[config.mk]
export PLATFORM = sky130hd
export DESIGN_NAME = dashboard_rpm_gear_display
export DESIGN_NICKNAME = d
export VERILOG_FILES = /design/src/sv/dash_pkg.sv /design/src/sv/dashboard_rpm_gear_display.sv
export VERILOG_INCLUDE_DIRS = /design/src /design/src/sv
export SDC_FILE = /design/constraint.sdc
export NUM_CORES = 2
export LEC_CHECK = 0
export BUFFER_PORTS_ARGS = -buffer_cell sky130_fd_sc_hd__buf_4
export CAP_MARGIN = 20
export CORE_ASPECT_RATIO = 1.2
export CORE_MARGIN = 2
export CORE_UTILIZATION = 55
export DETAILED_ROUTE_END_ITERATION = 8
export GPL_TIMING_DRIVEN = 0
export PLACE_DENSITY_LB_ADDON = 0.12
export SYNTH_ARGS = -nofsm -noshare
export SYNTH_HDL_FRONTEND = slang
export SYNTH_SLANG_ARGS = --single-unit
[constraint.sdc]
create_clock -name clk_i -period 13.9 [get_ports clk_i]
set_clock_uncertainty 0.15 [all_clocks]
set_input_delay 0 -clock clk_i [delete_from_list [all_inputs] [get_ports clk_i]]
set_output_delay 0 -clock clk_i [all_outputs]
set_load 0.05 [all_outputs]
[src/sv/assert_macros.svh]
// Assertion macros shared by the dashboard display RTL.
`ifndef ASSERT_MACROS_SVH
`define ASSERT_MACROS_SVH

// Same-cycle implication, checked on every rising clock edge out of reset.
`define ASSERT_IMPL(label, ante, cons, msg) \
  label: assert property (@(posedge clk_i) disable iff (!rst_ni) (ante) |-> (cons)) \
    else $error(msg);

// Next-cycle implication, checked on every rising clock edge out of reset.
`define ASSERT_NEXT(label, ante, cons, msg) \
  label: assert property (@(posedge clk_i) disable iff (!rst_ni) (ante) |=> (cons)) \
    else $error(msg);

`endif

[src/sv/dash_pkg.sv]
// Types and constants of the dashboard rpm and gear display.
package dash_pkg;

  localparam logic [10:0] ID_WARNING = 11'h5F4;
  localparam logic [10:0] ID_SPEED   = 11'h5F0;

  localparam int unsigned NUM_LEDS   = 12;
  localparam int unsigned NUM_GEARS  = 6;
  localparam int unsigned NUM_SHIFT  = 5;

  localparam logic [7:0]  SEG_NEUTRAL = 8'd238;

  // Standstill limit on wheel speed: at or below it the gear shows neutral.
  localparam logic [15:0] STANDSTILL_SPEED = 16'd5;

  // Shift window around the target rpm.
  localparam logic [16:0] SHIFT_WIN_BELOW = 17'd200;
  localparam logic [16:0] SHIFT_WIN_ABOVE = 17'd100;

  // Gear ratio is rpm*1.208 / (2.111*speed); compared as rpm*1208000
  // against band_thousandths*2111*speed.
  localparam int unsigned PROD_W    = 40;
  localparam logic [20:0] RATIO_NUM = 21'd1208000;
  localparam int unsigned RATIO_DEN = 2111;

  typedef logic [PROD_W-1:0] prod_t;

  // Bar thresholds: LED k (k >= 1) lights at rpm >= BAR_TH[k-1].
  localparam logic [15:0] BAR_TH [NUM_LEDS-1] = '{
    16'd2500, 16'd6000, 16'd7000, 16'd8000, 16'd9000, 16'd10000,
    16'd10500, 16'd11000, 16'd11500, 16'd12000, 16'd13000
  };

  // Band bounds already scaled by the ratio denominator.
  localparam logic [22:0] BAND_LO [NUM_GEARS] = '{
    23'(RATIO_DEN * 2383), 23'(RATIO_DEN * 1850), 23'(RATIO_DEN * 1567),
    23'(RATIO_DEN * 1394), 23'(RATIO_DEN * 1254), 23'(RATIO_DEN * 1158)
  };
  localparam logic [22:0] BAND_HI [NUM_GEARS] = '{
    23'(RATIO_DEN * 2783), 23'(RATIO_DEN * 2150), 23'(RATIO_DEN * 1767),
    23'(RATIO_DEN * 1494), 23'(RATIO_DEN * 1354), 23'(RATIO_DEN * 1253)
  };
  localparam logic [7:0]  BAND_SEG [NUM_GEARS] = '{
    8'd36, 8'd186, 8'd182, 8'd116, 8'd214, 8'd94
  };

  typedef enum logic [2:0] {
    CFG_SHIFT_G1    = 3'd0,
    CFG_SHIFT_G2    = 3'd1,
    CFG_SHIFT_G3    = 3'd2,
    CFG_SHIFT_G4    = 3'd3,
    CFG_SHIFT_G5    = 3'd4,
    CFG_OVER_REV    = 3'd5,
    CFG_OIL_LIMIT   = 3'd6,
    CFG_WATER_LIMIT = 3'd7
  } cfg_idx_e;

  localparam logic [15:0] SHIFT_RESET [NUM_SHIFT] = '{
    16'd9500, 16'd12200, 16'd12100, 16'd12000, 16'd12000
  };
  localparam logic [15:0] OVER_REV_RESET    = 16'd13500;
  localparam logic [15:0] OIL_LIMIT_RESET   = 16'd50;
  localparam logic [15:0] WATER_LIMIT_RESET = 16'd70;
  localparam logic [15:0] TARGET_RESET      = 16'd9500;

endpackage

[src/sv/dashboard_rpm_gear_display.sv]
// Throughput: one frame per cycle while the output is not stalled; the frame register
// stores the sensor values, and the gear compare (two constant multiplies and two
// 40-bit compares per band) feeds the result register; both advance together
// whenever the result is free.
// Reset clears the stored values to zero, gear to neutral, target to 9500,
// registers to their defaults and both stages to empty.
`include "assert_macros.svh"

module dashboard_rpm_gear_display (
  input  logic        clk_i,
  input  logic        rst_ni,
  input  logic        cfg_we_i,
  input  logic [2:0]  cfg_addr_i,
  input  logic [15:0] cfg_wdata_i,
  input  logic        in_valid_i,
  output logic        in_ready_o,
  input  logic [10:0] frame_ident_i,
  input  logic [15:0] first_word_i,
  input  logic [15:0] second_word_i,
  output logic        out_valid_o,
  input  logic        out_ready_i,
  output logic [11:0] rpm_bar_o,
  output logic        shift_flash_o,
  output logic [7:0]  gear_segments_o,
  output logic        oil_warning_o,
  output logic        water_warning_o
);

  // Configuration registers
  logic [15:0] shift_q [dash_pkg::NUM_SHIFT];
  logic [15:0] over_rev_q, oil_limit_q, water_limit_q;

  // Stored frame values (stage 1)
  logic        s1_valid_q, s1_valid_d;
  logic [15:0] rpm_q, rpm_d, speed_q, speed_d, temp_q, temp_d, oil_q, oil_d;

  // Gear state
  logic [15:0] target_q, target_d;
  logic [7:0]  gear_q, gear_d;

  // Result register
  logic        out_valid_q, out_valid_d;
  logic [11:0] bar_q, bar_d;
  logic        flash_q, flash_d, oil_warn_q, oil_warn_d, water_warn_q, water_warn_d;

  logic        advance, in_fire, s1_move;

  dash_pkg::prod_t num;
  dash_pkg::prod_t den_lo [dash_pkg::NUM_GEARS];
  dash_pkg::prod_t den_hi [dash_pkg::NUM_GEARS];
  logic [dash_pkg::NUM_GEARS-1:0] band_hit;
  logic [16:0] rpm_ext, tgt_ext;

  assign advance    = !out_valid_q || out_ready_i;
  assign in_ready_o = !s1_valid_q || advance;
  assign in_fire    = in_valid_i && in_ready_o;
  assign s1_move    = s1_valid_q && advance;

  // Configuration writes
  always_ff @(posedge clk_i or negedge rst_ni) begin
    if (!rst_ni) begin
      for (int i = 0; i < dash_pkg::NUM_SHIFT; i++) begin
        shift_q[i] <= dash_pkg::SHIFT_RESET[i];
      end
      over_rev_q    <= dash_pkg::OVER_REV_RESET;
      oil_limit_q   <= dash_pkg::OIL_LIMIT_RESET;
      water_limit_q <= dash_pkg::WATER_LIMIT_RESET;
    end else if (cfg_we_i) begin
      case (dash_pkg::cfg_idx_e'(cfg_addr_i))
        dash_pkg::CFG_SHIFT_G1:    shift_q[0]    <= cfg_wdata_i;
        dash_pkg::CFG_SHIFT_G2:    shift_q[1]    <= cfg_wdata_i;
        dash_pkg::CFG_SHIFT_G3:    shift_q[2]    <= cfg_wdata_i;
        dash_pkg::CFG_SHIFT_G4:    shift_q[3]    <= cfg_wdata_i;
        dash_pkg::CFG_SHIFT_G5:    shift_q[4]    <= cfg_wdata_i;
        dash_pkg::CFG_OVER_REV:    over_rev_q    <= cfg_wdata_i;
        dash_pkg::CFG_OIL_LIMIT:   oil_limit_q   <= cfg_wdata_i;
        dash_pkg::CFG_WATER_LIMIT: water_limit_q <= cfg_wdata_i;
        default: ;
      endcase
    end
  end

  // Store the frame into the sensor values it carries
  always_comb begin
    rpm_d   = rpm_q;
    speed_d = speed_q;
    temp_d  = temp_q;
    oil_d   = oil_q;
    if (in_fire) begin
      if (frame_ident_i == dash_pkg::ID_WARNING) begin
        temp_d = first_word_i;
        oil_d  = second_word_i;
      end else if (frame_ident_i == dash_pkg::ID_SPEED) begin
        rpm_d   = first_word_i;
        speed_d = second_word_i;
      end
    end
  end

  assign s1_valid_d  = in_fire || (s1_valid_q && !advance);
  assign out_valid_d = s1_move || (out_valid_q && !out_ready_i);

  // The shift window uses the target from before this frame's gear update
  assign rpm_ext = {1'b0, rpm_q};
  assign tgt_ext = {1'b0, target_q};

  always_comb begin
    bar_d    = '0;
    bar_d[0] = 1'b1;
    for (int k = 1; k < dash_pkg::NUM_LEDS; k++) begin
      bar_d[k] = rpm_q >= dash_pkg::BAR_TH[k-1];
    end
    if (rpm_q >= over_rev_q) begin
      bar_d = '0;
    end
  end

  assign flash_d = (rpm_ext + dash_pkg::SHIFT_WIN_BELOW > tgt_ext) &&
                   (rpm_ext < tgt_ext + dash_pkg::SHIFT_WIN_ABOVE);

  assign oil_warn_d   = oil_q > oil_limit_q;
  assign water_warn_d = temp_q > water_limit_q;

  // Gear bands by exact cross-multiplication
  assign num = dash_pkg::PROD_W'(rpm_q) * dash_pkg::PROD_W'(dash_pkg::RATIO_NUM);

  always_comb begin
    for (int g = 0; g < dash_pkg::NUM_GEARS; g++) begin
      den_lo[g]   = dash_pkg::PROD_W'(speed_q) * dash_pkg::PROD_W'(dash_pkg::BAND_LO[g]);
      den_hi[g]   = dash_pkg::PROD_W'(speed_q) * dash_pkg::PROD_W'(dash_pkg::BAND_HI[g]);
      band_hit[g] = (num > den_lo[g]) && (num <= den_hi[g]);
    end
  end

  // Bands are disjoint, so at most one hit; no hit keeps gear and target
  always_comb begin
    gear_d   = gear_q;
    target_d = target_q;
    if (speed_q <= dash_pkg::STANDSTILL_SPEED) begin
      gear_d = dash_pkg::SEG_NEUTRAL;
    end else begin
      for (int g = 0; g < dash_pkg::NUM_GEARS; g++) begin
        if (band_hit[g]) begin
          gear_d = dash_pkg::BAND_SEG[g];
        end
      end
      // sixth gear leaves the target alone
      for (int g = 0; g < dash_pkg::NUM_SHIFT; g++) begin
        if (band_hit[g]) begin
          target_d = shift_q[g];
        end
      end
    end
  end

  always_ff @(posedge clk_i or negedge rst_ni) begin
    if (!rst_ni) begin
      s1_valid_q  <= 1'b0;
      out_valid_q <= 1'b0;
      rpm_q       <= '0;
      speed_q     <= '0;
      temp_q      <= '0;
      oil_q       <= '0;
      target_q    <= dash_pkg::TARGET_RESET;
      gear_q      <= dash_pkg::SEG_NEUTRAL;
    end else begin
      s1_valid_q  <= s1_valid_d;
      out_valid_q <= out_valid_d;
      rpm_q       <= rpm_d;
      speed_q     <= speed_d;
      temp_q      <= temp_d;
      oil_q       <= oil_d;
      if (s1_move) begin
        target_q <= target_d;
        gear_q   <= gear_d;
      end
    end
  end

  // Result payload
  always_ff @(posedge clk_i) begin
    if (s1_move) begin
      bar_q        <= bar_d;
      flash_q      <= flash_d;
      oil_warn_q   <= oil_warn_d;
      water_warn_q <= water_warn_d;
    end
  end

  assign out_valid_o     = out_valid_q;
  assign rpm_bar_o       = bar_q;
  assign shift_flash_o   = flash_q;
  assign gear_segments_o = gear_q;
  assign oil_warning_o   = oil_warn_q;
  assign water_warning_o = water_warn_q;

  `ASSERT_NEXT(a_standstill_neutral,
               s1_move && (speed_q <= dash_pkg::STANDSTILL_SPEED),
               gear_segments_o == dash_pkg::SEG_NEUTRAL, "standstill did not show neutral")
  `ASSERT_NEXT(a_over_rev_dark, s1_move && (rpm_q >= over_rev_q), rpm_bar_o == 12'd0,
               "bar lit at over rev")
  `ASSERT_IMPL(a_bar_thermometer, out_valid_o,
               ((13'(rpm_bar_o) + 13'd1) & 13'(rpm_bar_o)) == 13'd0,
               "bar is not a thermometer code")
  `ASSERT_NEXT(a_target_hold, !s1_move, $stable(target_q) && $stable(gear_q),
               "gear state moved without a request")

endmodule

==> metrics <==
outcome complete, but fails checks; failing checks negative hold slack; Die X approximately 360 um; cts bufs inserted 19; gr ovfl total 0; CTS tree yes; Hold WS -0.00278 ns; drt pass-1 iters 6; setup slack, reg-to-reg 0.09 ns; CP Data Required Time 14.14 ns; clock sinks 232; reg-to-reg startpoint speed_q[1]; P per Cell Area 260 nW/um^2; period utilisation layout 0.994; vias in the first global route roughly 71000; post-synthesis mux area share 0.0271; multi-input logic area between 60000 and 70000 um^2; total track usage 0.484; Hold Path Class input port to asynchronous set/reset pin; largest family of logic cells by synthesized area adder cells; layout cell share with drive strength beyond 1 0.0716; Worst-Margin Slew 1.33 ns; GPL Wtd Cong 1.14; post-synthesis compound-gate area fraction 0.125; Critical Path Max Stage Delay 0.85 ns; Util after Layout 0.600; Post-synth ARST share 0.935; routed length per instance 33.4 um; PnR worst setup slack 0.0865 ns; Filler cells roughly 13000; die height 429 um; YS warnings 0; Syn Nets 11900; leading register cell type out of synthesis dfrtp_1; RR Endpoint target_q[14]; initial antenna violation count 29; Synth Register Bits 232; Nets 12200; final cell count without fillers 11100; global-route wire length before repair 517 mm; Worst Reg2Reg Path Length in Cells 42; worst-skew pair later-pin latency 0.53 ns; placed insts between 10000 and 15000; Row Count roughly 160; Max Fclk 72.4 MHz; Area Overhead vs Synth 8.75%; crit path launch speed_q[1]; Final ANT Viol Nets 0; WL final 372 mm; Largest register FFs 80; Worst setup EP type flop; critical path's slowest cell dfrtp_2; normalized max-slew margin 0.113; setup tns final 0 ns; initial DRC count 6876; Cell variety after synth 95; pre-CTS WS -0.917 ns; Mapped Cells 8804; Final Hold Viols 1; initial core utilization 0.552; Cell Area, Synth slightly above 80000 um^2; post-route cell area ~90000 um^2; final setup violation count 0; IO buf count 86; Static Leak 46.6 nW; Worst setup SP type flop; Via-to-Cell Ratio 6.32; placed cell area 88300 um^2; Synth Area in XOR/XNOR 0.0423; Post-synth EDFFs 15; CTS Root Buffer Type clkbuf_16; syn avg cell area 9.41 um^2; arrival time of the worst setup path 14.05 ns; post-DP HPWL 317 mm; Setup CP Type flop to flop; Post-Synth Adder-Cell Area 0.560; max-slew violation count 0; drt drc 0; DR vias 70400; Simple-Gate Fraction of Synth Area 0.0807; min Tclk post-route 13.81 ns; crit path max fanout 12; clock buffer depth 3; maximum VDD drop slightly above 0.3 mV; register area 5980 um^2; Seq/Total Area, Yosys 0.0719; I/O pins a little over 90; Largest Register shift_q; CP endpoint target_q[14]; Die Footprint 154000 um^2; largest net degree at the start of global routing 118; depth of the CTS H-tree 1; clock transition at the registers of the reported paths 0.08 ns; core area roughly 150000 um^2; Max Cap Viol 0
## final cells by class
cell class,count,share of cell area
Multi-Input combinational cell,6543,0.773
Inverter,1952,0.0816
Sequential cell,232,0.0664
Timing Repair Buffer,296,0.0400
Tap cell,1975,0.0274
Clock buffer,26,0.00602
Buffer,77,0.00361
Clock inverter,8,0.00126
Antenna cell,30,0.000833
## cells by family after synthesis
| logic type | Yosys count |
|---|---|
| adder cells (fa/ha/maj) | 3022 |
| buffers and inverters | 2029 |
| AO/OA/AOI/OAI | 1622 |
| AND/OR/NAND/NOR | 1299 |
| XOR/XNOR | 397 |
| flip-flops | 232 |
| multiplexers | 202 |
| other | 1 |
## metal layers
layer  share of wire  global-route usage  vias up  wire (um)
met5         0.00028                   0        -        104
met3            0.10               0.126     1442      38200
met1            0.34               0.549    34700     128000
met2            0.42               0.721     4029     157000
met4            0.13               0.492       14      48600
li1                -                   -    30200          -
## worst min-delay path by stage
stage	to
2_1_floorplan	gear_segments_o[4]
3_3_place_gp	s1_valid_q
3_5_place_dp	shift_q[49]
4_1_cts	shift_q[49]
5_1_grt	shift_q[49]
6_report	water_limit_q[3]
## placed cells by master (no fill, tap or decap), types with 71 or more instances in the layout
cell type	count
nand2b_1	85
nand2_1	295
a21oi_1	473
o21ai_0	334
xnor2_1	200
inv_1	1941
mux2_2	168
dlygate4sd3_1	71
ha_1	1837
buf_4	111
nand3_1	132
fa_1	1143
o21bai_1	71
nand4_1	114
nor3_1	96
nor2b_1	77
a21o_1	254
a211oi_1	79
xor2_1	175
dfrtp_1	139
nor2_1	236
## metrics by stage
stage                     hold slack (ns)  power, mW
final                            -0.00278       23.4
after global routing               0.0863       25.1
after CTS                          0.0320       22.7
after detailed placement         -0.00535       21.9
after global placement             0.0555       20.3
after floorplan                    -0.446       14.3
## critical path: cells and delay by family, from the launching register on
family,cells,cell delay (ns)
AOI/OAI and AO/OA,13,2.30
adders and majority gates,8,4.03
xor gates and xnor gates,1,0.16
and+or+nand+nor,8,3.12
DFF,1,0.85
buffers and inverters,10,2.29
muxes,2,0.66
## synthesized netlist by cell type (33+ instances only)
cell type / number / area share
a21o_1: 254 / 0.023
fa_1: 1150 / 0.28
nor2b_1: 77 / 0.0058
mux2_2: 168 / 0.023
xnor2_1: 215 / 0.023
nand2b_1: 85 / 0.0064
nor2_1: 240 / 0.011
ha_1: 1863 / 0.28
inv_1: 1948 / 0.088
nand4_1: 114 / 0.0086
dfstp_2: 61 / 0.019
a21oi_1: 474 / 0.029
o31ai_1: 37 / 0.0034
o21a_1: 69 / 0.0063
nor4_1: 33 / 0.0025
a31oi_1: 46 / 0.0035
and3_1: 46 / 0.0035
dfrtp_1: 156 / 0.047
o21bai_1: 71 / 0.0064
nand2_1: 295 / 0.013
o21ai_0: 335 / 0.020
nand3_1: 133 / 0.0080
xor2_1: 180 / 0.019
clkbuf_1: 59 / 0.0027
a211oi_1: 80 / 0.0072
o211ai_1: 38 / 0.0034
nor3_1: 98 / 0.0059
## report_power, final
part           switching [mW]  internal, mW  total, mW
clock                   0.267         0.317      0.583
sequential              0.114         0.843      0.957
combinational            13.5          8.41       21.9
## repair_timing
item,in CTS,in global routing
pin swaps,1,1
buffers inserted,3,17
cloned,0,0
hold buffers,71,0
endpoints found under the setup margin,23,22
endpoints found under the hold margin,313,0
resized for setup,7,16
No activity file was read; power rests on OpenSTA's default activity.
